<file path="src/hdl/cdls_pkg.sv">
package cdls_pkg;

   localparam int MAX_NEST   = 32;
   localparam int MAX_LINE   = 1024;
   localparam int MAX_PARAMS = 16;

   localparam int DEPTH_W = $clog2(MAX_NEST + 1);
   localparam int POS_W   = $clog2(MAX_LINE + 1);
   localparam int CHAR_W  = 8;
   localparam int PIDX_W  = 4;
   localparam int EPOS_W  = 11;

   // The parameter index saturates at the smaller of MAX_PARAMS-1 and 15.
   localparam logic [PIDX_W-1:0] PARAM_LIMIT =
      PIDX_W'((MAX_PARAMS > 16) ? 15 : (MAX_PARAMS - 1));

   localparam logic [CHAR_W-1:0] CHAR_NUL       = 8'h00;
   localparam logic [CHAR_W-1:0] CHAR_QUOTE     = 8'h22;
   localparam logic [CHAR_W-1:0] CHAR_PAREN_O   = 8'h28;
   localparam logic [CHAR_W-1:0] CHAR_PAREN_C   = 8'h29;
   localparam logic [CHAR_W-1:0] CHAR_SQUARE_O  = 8'h5b;
   localparam logic [CHAR_W-1:0] CHAR_SQUARE_C  = 8'h5d;
   localparam logic [CHAR_W-1:0] CHAR_CURLY_O   = 8'h7b;
   localparam logic [CHAR_W-1:0] CHAR_CURLY_C   = 8'h7d;
   localparam logic [CHAR_W-1:0] CHAR_COMMA     = 8'h2c;
   localparam logic [CHAR_W-1:0] CHAR_SEMICOLON = 8'h3b;
   localparam logic [CHAR_W-1:0] CHAR_BACKSLASH = 8'h5c;
   localparam logic [CHAR_W-1:0] CHAR_UPPER_A   = 8'h41;
   localparam logic [CHAR_W-1:0] CHAR_UPPER_Z   = 8'h5a;
   localparam logic [CHAR_W-1:0] CASE_OFFSET    = 8'h20;

   typedef enum logic [1:0] {
      NEST_NONE   = 2'd0,
      NEST_PAREN  = 2'd1,
      NEST_SQUARE = 2'd2,
      NEST_CURLY  = 2'd3
   } nest_type;

   typedef enum logic [1:0] {
      KIND_ORDINARY  = 2'd0,
      KIND_SEPARATOR = 2'd1,
      KIND_SEGMENT   = 2'd2,
      KIND_LINE_END  = 2'd3
   } kind_type;

   typedef enum logic [1:0] {
      ERR_NONE     = 2'd0,
      ERR_BRACKETS = 2'd1,
      ERR_QUOTES   = 2'd2
   } error_type;

   typedef struct packed {
      logic     push;
      logic     pop;
      nest_type code;
   } stack_ctl_type;

endpackage

</file>
<file path="src/hdl/cdls_cell.sv">
module cdls_cell (
   input  logic                   clock,
   input  cdls_pkg::stack_ctl_type ctl,
   input  cdls_pkg::nest_type     from_above,
   input  cdls_pkg::nest_type     from_below,
   output cdls_pkg::nest_type     code
);

   cdls_pkg::nest_type code_ff;
   cdls_pkg::nest_type code_in;

   // On a push every entry moves one place deeper; on a pop one place up.
   always_comb begin
      code_in = code_ff;
      if (ctl.push) begin
         code_in = from_above;
      end else if (ctl.pop) begin
         code_in = from_below;
      end
   end

   always_ff @(posedge clock) begin
      code_ff <= code_in;
   end

   assign code = code_ff;

endmodule

</file>
<file path="src/hdl/cdls_stack.sv">
module cdls_stack (
   input  logic                    clock,
   input  cdls_pkg::stack_ctl_type ctl,
   output cdls_pkg::nest_type      top_code
);

   cdls_pkg::nest_type cell_code [cdls_pkg::MAX_NEST];

   // Cell 0 holds the top of the stack and takes the new code on a push.
   for (genvar i = 0; i < cdls_pkg::MAX_NEST; i++) begin : g_cell
      cdls_pkg::nest_type above;
      cdls_pkg::nest_type below;

      if (i == 0) begin : g_first
         assign above = ctl.code;
      end else begin : g_rest
         assign above = cell_code[i-1];
      end

      if (i == cdls_pkg::MAX_NEST - 1) begin : g_last
         assign below = cdls_pkg::NEST_NONE;
      end else begin : g_inner
         assign below = cell_code[i+1];
      end

      cdls_cell u_cell (
         .clock      (clock),
         .ctl        (ctl),
         .from_above (above),
         .from_below (below),
         .code       (cell_code[i])
      );
   end

   assign top_code = cell_code[0];

endmodule

</file>
<file path="src/hdl/command_line_delimiter_scanner_top.sv">
// A word accepted by the scanner is held in the result register, which drives the rsp_ ports.
// Throughput: one word per cycle while rsp_stall does not hold the result; each word's whole step,
// including the bracket stack shift through the row of cells, is combinational before the result register.
// The result register frees in the same cycle that its word is taken.
// Reset (synchronous, active high) empties the stack, clears the quote, position,
// parameter and halt state and drops rsp_valid; the stack cells themselves are not cleared.
module command_line_delimiter_scanner_top (
   input  logic        clock,
   input  logic        reset,
   input  logic        req_valid,
   output logic        req_stall,
   input  logic [7:0]  req_in_char,
   output logic        rsp_valid,
   input  logic        rsp_stall,
   output logic [7:0]  rsp_out_char,
   output logic [1:0]  rsp_kind,
   output logic [3:0]  rsp_param_index,
   output logic [1:0]  rsp_error,
   output logic [10:0] rsp_error_pos
);

   localparam int DW = cdls_pkg::DEPTH_W;
   localparam int PW = cdls_pkg::POS_W;

   logic [DW-1:0] depth_ff, depth_in;
   logic          quote_ff, quote_in;
   logic [7:0]    prev_ff, prev_in;
   logic [PW-1:0] position_ff, position_in;
   logic [3:0]    pcount_ff, pcount_in;
   logic          halted_ff, halted_in;

   logic          rsp_valid_ff, rsp_valid_in;
   logic [7:0]    out_char_ff, out_char_in;
   cdls_pkg::kind_type  kind_ff, kind_in;
   logic [3:0]    pidx_ff, pidx_in;
   cdls_pkg::error_type err_ff, err_in;
   logic [10:0]   epos_ff, epos_in;

   logic                    accept;
   cdls_pkg::stack_ctl_type ctl;
   cdls_pkg::stack_ctl_type step_ctl;
   cdls_pkg::nest_type      top_code;
   cdls_pkg::nest_type      close_code;
   logic [PW-1:0]           epos_full;
   logic                    is_close;

   assign req_stall = rsp_valid_ff && rsp_stall;
   assign accept    = req_valid && !req_stall;

   always_comb begin
      depth_in    = depth_ff;
      quote_in    = quote_ff;
      pcount_in   = pcount_ff;
      halted_in   = halted_ff;
      out_char_in = req_in_char;
      kind_in     = cdls_pkg::KIND_ORDINARY;
      err_in      = cdls_pkg::ERR_NONE;
      epos_full   = '0;
      step_ctl    = '{push: 1'b0, pop: 1'b0, code: cdls_pkg::NEST_NONE};
      close_code  = cdls_pkg::NEST_NONE;
      is_close    = 1'b0;

      if (halted_ff) begin
         if (req_in_char == cdls_pkg::CHAR_NUL) begin
            kind_in = cdls_pkg::KIND_LINE_END;
         end
      end else if (req_in_char == cdls_pkg::CHAR_NUL) begin
         kind_in = cdls_pkg::KIND_LINE_END;
         if (quote_ff || depth_ff != '0) begin
            err_in    = quote_ff ? cdls_pkg::ERR_QUOTES : cdls_pkg::ERR_BRACKETS;
            epos_full = (position_ff < PW'(cdls_pkg::MAX_LINE)) ? position_ff + 1'b1
                                                                 : PW'(cdls_pkg::MAX_LINE);
         end
      end else if (quote_ff) begin
         if (req_in_char == cdls_pkg::CHAR_QUOTE && prev_ff != cdls_pkg::CHAR_BACKSLASH) begin
            quote_in = 1'b0;
         end
      end else begin
         case (req_in_char)
            cdls_pkg::CHAR_QUOTE:    quote_in = 1'b1;
            cdls_pkg::CHAR_PAREN_O:  step_ctl.code = cdls_pkg::NEST_PAREN;
            cdls_pkg::CHAR_SQUARE_O: step_ctl.code = cdls_pkg::NEST_SQUARE;
            cdls_pkg::CHAR_CURLY_O:  step_ctl.code = cdls_pkg::NEST_CURLY;
            cdls_pkg::CHAR_PAREN_C: begin
               close_code = cdls_pkg::NEST_PAREN;
               is_close   = 1'b1;
            end
            cdls_pkg::CHAR_SQUARE_C: begin
               close_code = cdls_pkg::NEST_SQUARE;
               is_close   = 1'b1;
            end
            cdls_pkg::CHAR_CURLY_C: begin
               close_code = cdls_pkg::NEST_CURLY;
               is_close   = 1'b1;
            end
            cdls_pkg::CHAR_COMMA: begin
               if (depth_ff == '0) begin
                  kind_in = cdls_pkg::KIND_SEPARATOR;
                  if (pcount_ff < cdls_pkg::PARAM_LIMIT) begin
                     pcount_in = pcount_ff + 1'b1;
                  end
               end
            end
            cdls_pkg::CHAR_SEMICOLON: begin
               if (depth_ff == '0) begin
                  kind_in = cdls_pkg::KIND_SEGMENT;
               end
            end
            default: begin
               if (req_in_char inside {[cdls_pkg::CHAR_UPPER_A:cdls_pkg::CHAR_UPPER_Z]}) begin
                  out_char_in = req_in_char + cdls_pkg::CASE_OFFSET;
               end
            end
         endcase

         if (step_ctl.code != cdls_pkg::NEST_NONE) begin
            if (depth_ff == DW'(cdls_pkg::MAX_NEST)) begin
               err_in    = cdls_pkg::ERR_BRACKETS;
               epos_full = position_ff;
               halted_in = 1'b1;
            end else begin
               step_ctl.push = 1'b1;
               depth_in      = depth_ff + 1'b1;
            end
         end

         if (is_close) begin
            if (depth_ff == '0 || top_code != close_code) begin
               err_in    = cdls_pkg::ERR_BRACKETS;
               epos_full = position_ff;
               halted_in = 1'b1;
            end else begin
               step_ctl.pop = 1'b1;
               depth_in     = depth_ff - 1'b1;
            end
         end
      end

      // A separator already counts towards the next parameter.
      pidx_in = pcount_in;
      if (kind_in == cdls_pkg::KIND_SEGMENT) begin
         pcount_in = '0;
      end
      if (halted_ff || req_in_char == cdls_pkg::CHAR_NUL) begin
         pidx_in = pcount_ff;
      end
      epos_in = 11'(epos_full);

      if (req_in_char == cdls_pkg::CHAR_NUL) begin
         depth_in    = '0;
         quote_in    = 1'b0;
         prev_in     = '0;
         position_in = '0;
         pcount_in   = '0;
         halted_in   = 1'b0;
      end else begin
         prev_in     = req_in_char;
         position_in = (position_ff < PW'(cdls_pkg::MAX_LINE)) ? position_ff + 1'b1
                                                                : position_ff;
      end

      rsp_valid_in = accept || (rsp_valid_ff && rsp_stall);
   end

   assign ctl = '{push: step_ctl.push && accept, pop: step_ctl.pop && accept,
                  code: step_ctl.code};

   cdls_stack u_stack (
      .clock    (clock),
      .ctl      (ctl),
      .top_code (top_code)
   );

   always_ff @(posedge clock) begin
      if (reset) begin
         depth_ff     <= '0;
         quote_ff     <= 1'b0;
         prev_ff      <= '0;
         position_ff  <= '0;
         pcount_ff    <= '0;
         halted_ff    <= 1'b0;
         rsp_valid_ff <= 1'b0;
      end else begin
         rsp_valid_ff <= rsp_valid_in;
         if (accept) begin
            depth_ff    <= depth_in;
            quote_ff    <= quote_in;
            prev_ff     <= prev_in;
            position_ff <= position_in;
            pcount_ff   <= pcount_in;
            halted_ff   <= halted_in;
         end
      end
   end

   always_ff @(posedge clock) begin
      if (accept) begin
         out_char_ff <= out_char_in;
         kind_ff     <= kind_in;
         pidx_ff     <= pidx_in;
         err_ff      <= err_in;
         epos_ff     <= epos_in;
      end
   end

   assign rsp_valid       = rsp_valid_ff;
   assign rsp_out_char    = out_char_ff;
   assign rsp_kind        = kind_ff;
   assign rsp_param_index = pidx_ff;
   assign rsp_error       = err_ff;
   assign rsp_error_pos   = epos_ff;

   // The stack depth never runs past the number of cells.
   a_depth_bound: assert property (@(posedge clock) disable iff (reset)
      depth_ff <= DW'(cdls_pkg::MAX_NEST))
      else $error("stack depth beyond the row of cells");

   // A zero byte returns the line state to its starting point.
   a_line_end_clears: assert property (@(posedge clock) disable iff (reset)
      (accept && req_in_char == cdls_pkg::CHAR_NUL) |=>
         (depth_ff == '0 && position_ff == '0 && !halted_ff && !quote_ff))
      else $error("line state not cleared after the line end");

   // An unbalanced quote can only be reported on the line end word.
   a_quote_error_at_end: assert property (@(posedge clock) disable iff (reset)
      (rsp_valid && rsp_error == cdls_pkg::ERR_QUOTES) |->
         rsp_kind == cdls_pkg::KIND_LINE_END)
      else $error("quote error away from the line end");

   // A word that raises an error halts the scanner unless it ends the line.
   a_error_halts: assert property (@(posedge clock) disable iff (reset)
      (accept && err_in != cdls_pkg::ERR_NONE && req_in_char != cdls_pkg::CHAR_NUL) |=>
         halted_ff)
      else $error("scanner kept going after an error");

endmodule
</file>
<file path="config.mk">
export PLATFORM = sky130hd
export DESIGN_NAME = command_line_delimiter_scanner_top
export DESIGN_NICKNAME = d
export VERILOG_FILES = /design/src/hdl/cdls_pkg.sv /design/src/hdl/cdls_cell.sv /design/src/hdl/cdls_stack.sv /design/src/hdl/command_line_delimiter_scanner_top.sv
export SDC_FILE = /design/constraint.sdc
export NUM_CORES = 1
export LEC_CHECK = 0
export BUFFER_PORTS_ARGS = -buffer_cell sky130_fd_sc_hd__buf_2
export CAP_MARGIN = 0
export CORE_UTILIZATION = 50
export CTS_CLUSTER_SIZE = 28
export DETAILED_ROUTE_END_ITERATION = 7
export PLACE_DENSITY = 0.71
export SYNTH_ARGS = -nofsm -noshare
export SYNTH_HDL_FRONTEND = slang
export SYNTH_SLANG_ARGS = --single-unit
</file>
<file path="constraint.sdc">
create_clock -name clock -period 5.6 [get_ports clock]
set_input_delay 1.4 -clock clock [delete_from_list [all_inputs] [get_ports clock]]
set_output_delay 1.4 -clock clock [all_outputs]
set_load 0.005 [all_outputs]
</file>
==> impl_metrics.csv <==
group,metric,value,unit
run_status,status,"finished with violations",
run_status,violations,"design-rule violations",
die,row_count,39,
timing,setup_ws,1.693,ns
worst_setup_path,reg2reg_depth,8,
clock_network,h-tree-depth,4,
worst_setup_path,setup.worst_path.class,"input pin to flop",
clock_network,cts_tree,"done",
routing,post_drt_wl_per_cell,16.30,µm
clock_network,cts_max_path_buffers,2,
clock_network,clk-insertion-delay-late,0.42,ns
worst_setup_path,end_kind,"flop",
layout,drive_gt1_frac,0.2572,
hold_path,hold_path_class,"flop to flop",
logic_synthesis,synth_warnings,0,
worst_setup_path,worstPathRequired,5.76,ns
power_and_ir_drop,power.total,2.160,mW
layout,antenna_cells,0,
die,die_h,111.4,µm
place,pre_cts_slack,1.284,ns
logic_synthesis,synthFlopType,"edfxtp_1",
power_and_ir_drop,leakage,2.515,nW
clock_network,numCtsBuffers,17,
worst_setup_path,worstPathArrival,4.07,ns
routing,drt-pass1-iter-count,7,
power_and_ir_drop,power_density,314.9,nW/µm²
clock_network,clk_pin_slew_worst_paths,0.05,ns
timing,rsz0062_at_grt,"no",
logic_synthesis,synth.top_cell.area_share,0.4563,
place,place_congestion,0.8583,
place,hpwl,7374,µm
die,die_w,111.4,µm
die,io_pins,41,
layout,syn_to_final_growth,14.54,%
logic_synthesis,synth_area_leaders,"edfxtp_1 (46%), dfxtp_1 (11%), mux2_2 (8.5%)",
logic_synthesis,syn_nets,524,
routing,ant_nets,0,
timing,worst_pin_slew,0.9572,ns
routing,vias,4112,
worst_setup_path,crit_top_cell,"or3_1",
timing,fin_crit,3.907,ns
routing,via_per_inst,5.883,
worst_setup_path,timing.critical_path.buf_inv,2,
logic_synthesis,synth.most_common_cell,"edfxtp_1",
layout,finalNetCount,562,
logic_synthesis,netlist_top_cells_count,"edfxtp_1 (91), mux2_2 (45), nor2_1 (45), nand2_1 (42), a21oi_1 (39)",
die,die-area,12420,µm²
clock_network,cts_num_sinks,123,
grt,grt_max_degree,66,
logic_synthesis,synth_seq_cells,123,
grt,antenna_found_initial,0,
worst_setup_path,critPathSlowestCell,"or3_4",
worst_setup_path,crit_cells,7,
timing,fmax,255.9,MHz
logic_synthesis,syn-cell-area,5988,µm²
die,core_area,11560,µm²
worst_setup_path,cp_top_family,"simple AND/OR/NAND/NOR gates",
grt,grt_usage,0.1929,
worst_setup_path,start_kind,"input pin",
clock_network,cts_hold_buf,0,
worst_setup_path,slowest_delay,0.52,ns
logic_synthesis,syn_area_per_cell,11.86,µm²
timing,fin_crit_sh,0.6977,
logic_synthesis,synth_edf_count,91,
timing,hold_viol_final,0,
grt,grt_pass1_vias,3861,
logic_synthesis,synth.yosys.seq_area_share,0.5633,
place,io_buffers,40,
timing,finClkSkew,0.01208,ns
grt,globalRouteOverflowTotal,0,
routing,drcViolationCount,8,
timing,setup_viol,0,
logic_synthesis,synthArstFlopShare,0,
logic_synthesis,netlist-cell-type-count,68,
clock_network,post_cts_buffers,0,
logic_synthesis,yosysTopAreaCell,"edfxtp_1",
logic_synthesis,syn_inst,505,
worst_setup_path,path_cells,"buf_2 > or3_1 > or3_1 > nand3_2 > or3_4 > buf_4 > mux2_2",
routing,drt_iter0_drc,342,
clock_network,cts_root_buf,"clkbuf_16",
grt,grt_pass1_wl,18530,µm
hold_path,hold_depth,2,
clock_network,cts_resized,0,
worst_setup_path,cp_max_fo,42,
timing,relSlewSlack,0.3619,
timing,slew_viol_final,0,
timing,setup_tns,0,ns
worst_setup_path,ff2ff_setup_slack,2.70,ns
die,start_util,0.5178,
power_and_ir_drop,peakVddDrop,0.2511,mV
flow_run,drv_cap,0,
routing,routed_wirelength,11400,µm
cell usage in the layout (no fill, tap or decap), types with 9 or more instances in the layout:
| cell | synthesis | routed |
|---|---|---|
| mux2_4 | 9 | 9 |
| nand2_1 | 42 | 42 |
| dfxtp_1 | 32 | 32 |
| edfxtp_1 | 91 | 91 |
| nor3_1 | 13 | 13 |
| a21oi_1 | 39 | 39 |
| mux2_2 | 45 | 45 |
| nand3_1 | 14 | 14 |
| buf_2 | 7 | 40 |
| o21ai_0 | 17 | 17 |
| nor2_1 | 45 | 45 |
| or3_1 | 9 | 9 |
| inv_1 | 9 | 9 |
| clkbuf_16 | 0 | 17 |
| mux2_1 | 10 | 10 |
where the power goes:
part	switching [mW]	internal (mW)
Sequential	0.00674	0.989
Combinational	0.0508	0.0260
Clock	0.360	0.729
Total	0.417	1.74
cell type report:
class / instances / area (µm²)
tap: 143 / 178.9
clock inverter: 13 / 155.1
multi-input combinational: 347 / 2447
fill: 905 / 4706
clock buffer: 19 / 432.9
timing repair buffer: 45 / 237.7
inverter: 9 / 33.78
sequential: 123 / 3373
tightest hold or removal path: stages (launching register included):
cell     delay, ns
dfxtp_1       0.31
nand2_1       0.05
a21oi_1       0.05
registers in the layout, indices dropped and copies added (netlist names), 4 cells and up:
signal,cells
u_stack.g_cell.u_cell.code,64
position_ff,11
rsp_error_pos,11
prev_ff,8
rsp_out_char,8
depth_ff,6
pcount_ff,4
rsp_param_index,4
kinds of logic after synthesis:
logic type / synth area share
DFF: 0.5633
buffers and inverters: 0.03092
xor gates and xnor gates: 0.005851
muxes: 0.1310
and+or+nand+nor: 0.1513
adders and majority gates: 0.01463
AOI/OAI and AO/OA: 0.1030
per-layer routing:
layer	wire length, µm	global-route usage
met4	168	0.08468
met1	5170	0.2443
met5	0	0
met2	5476	0.3029
met3	579	0.06369
final timing paths:
kind                                          startpoint                                          end
worst max register to register  depth_ff[0]$_SDFFE_PP0P_  u_stack.g_cell[11].u_cell.code[0]$_DFFE_PP_
worst max-delay path                      req_in_char[1]  u_stack.g_cell[29].u_cell.code[1]$_DFFE_PP_
worst min register to register   prev_ff[2]$_SDFFE_PP0P_                      prev_ff[2]$_SDFFE_PP0P_
worst min-delay path             prev_ff[2]$_SDFFE_PP0P_                      prev_ff[2]$_SDFFE_PP0P_
stage by stage:
step / cell area, µm² / util / hold WS [ns] / instances
6_report: 6859 / 0.5931 / 0.4655 / 699
5_1_grt: 6859 / 0.5931 / 0.4861 / 699
3_3_place_gp: 6271 / 0.5422 / 0.4412 / 667
3_5_place_dp: 6271 / 0.5422 / 0.4534 / 667
2_1_floorplan: 5992 / - / 0.4312 / 505
4_1_cts: 6859 / 0.5931 / 0.4671 / 699
Power figures use the tool's default switching activity.
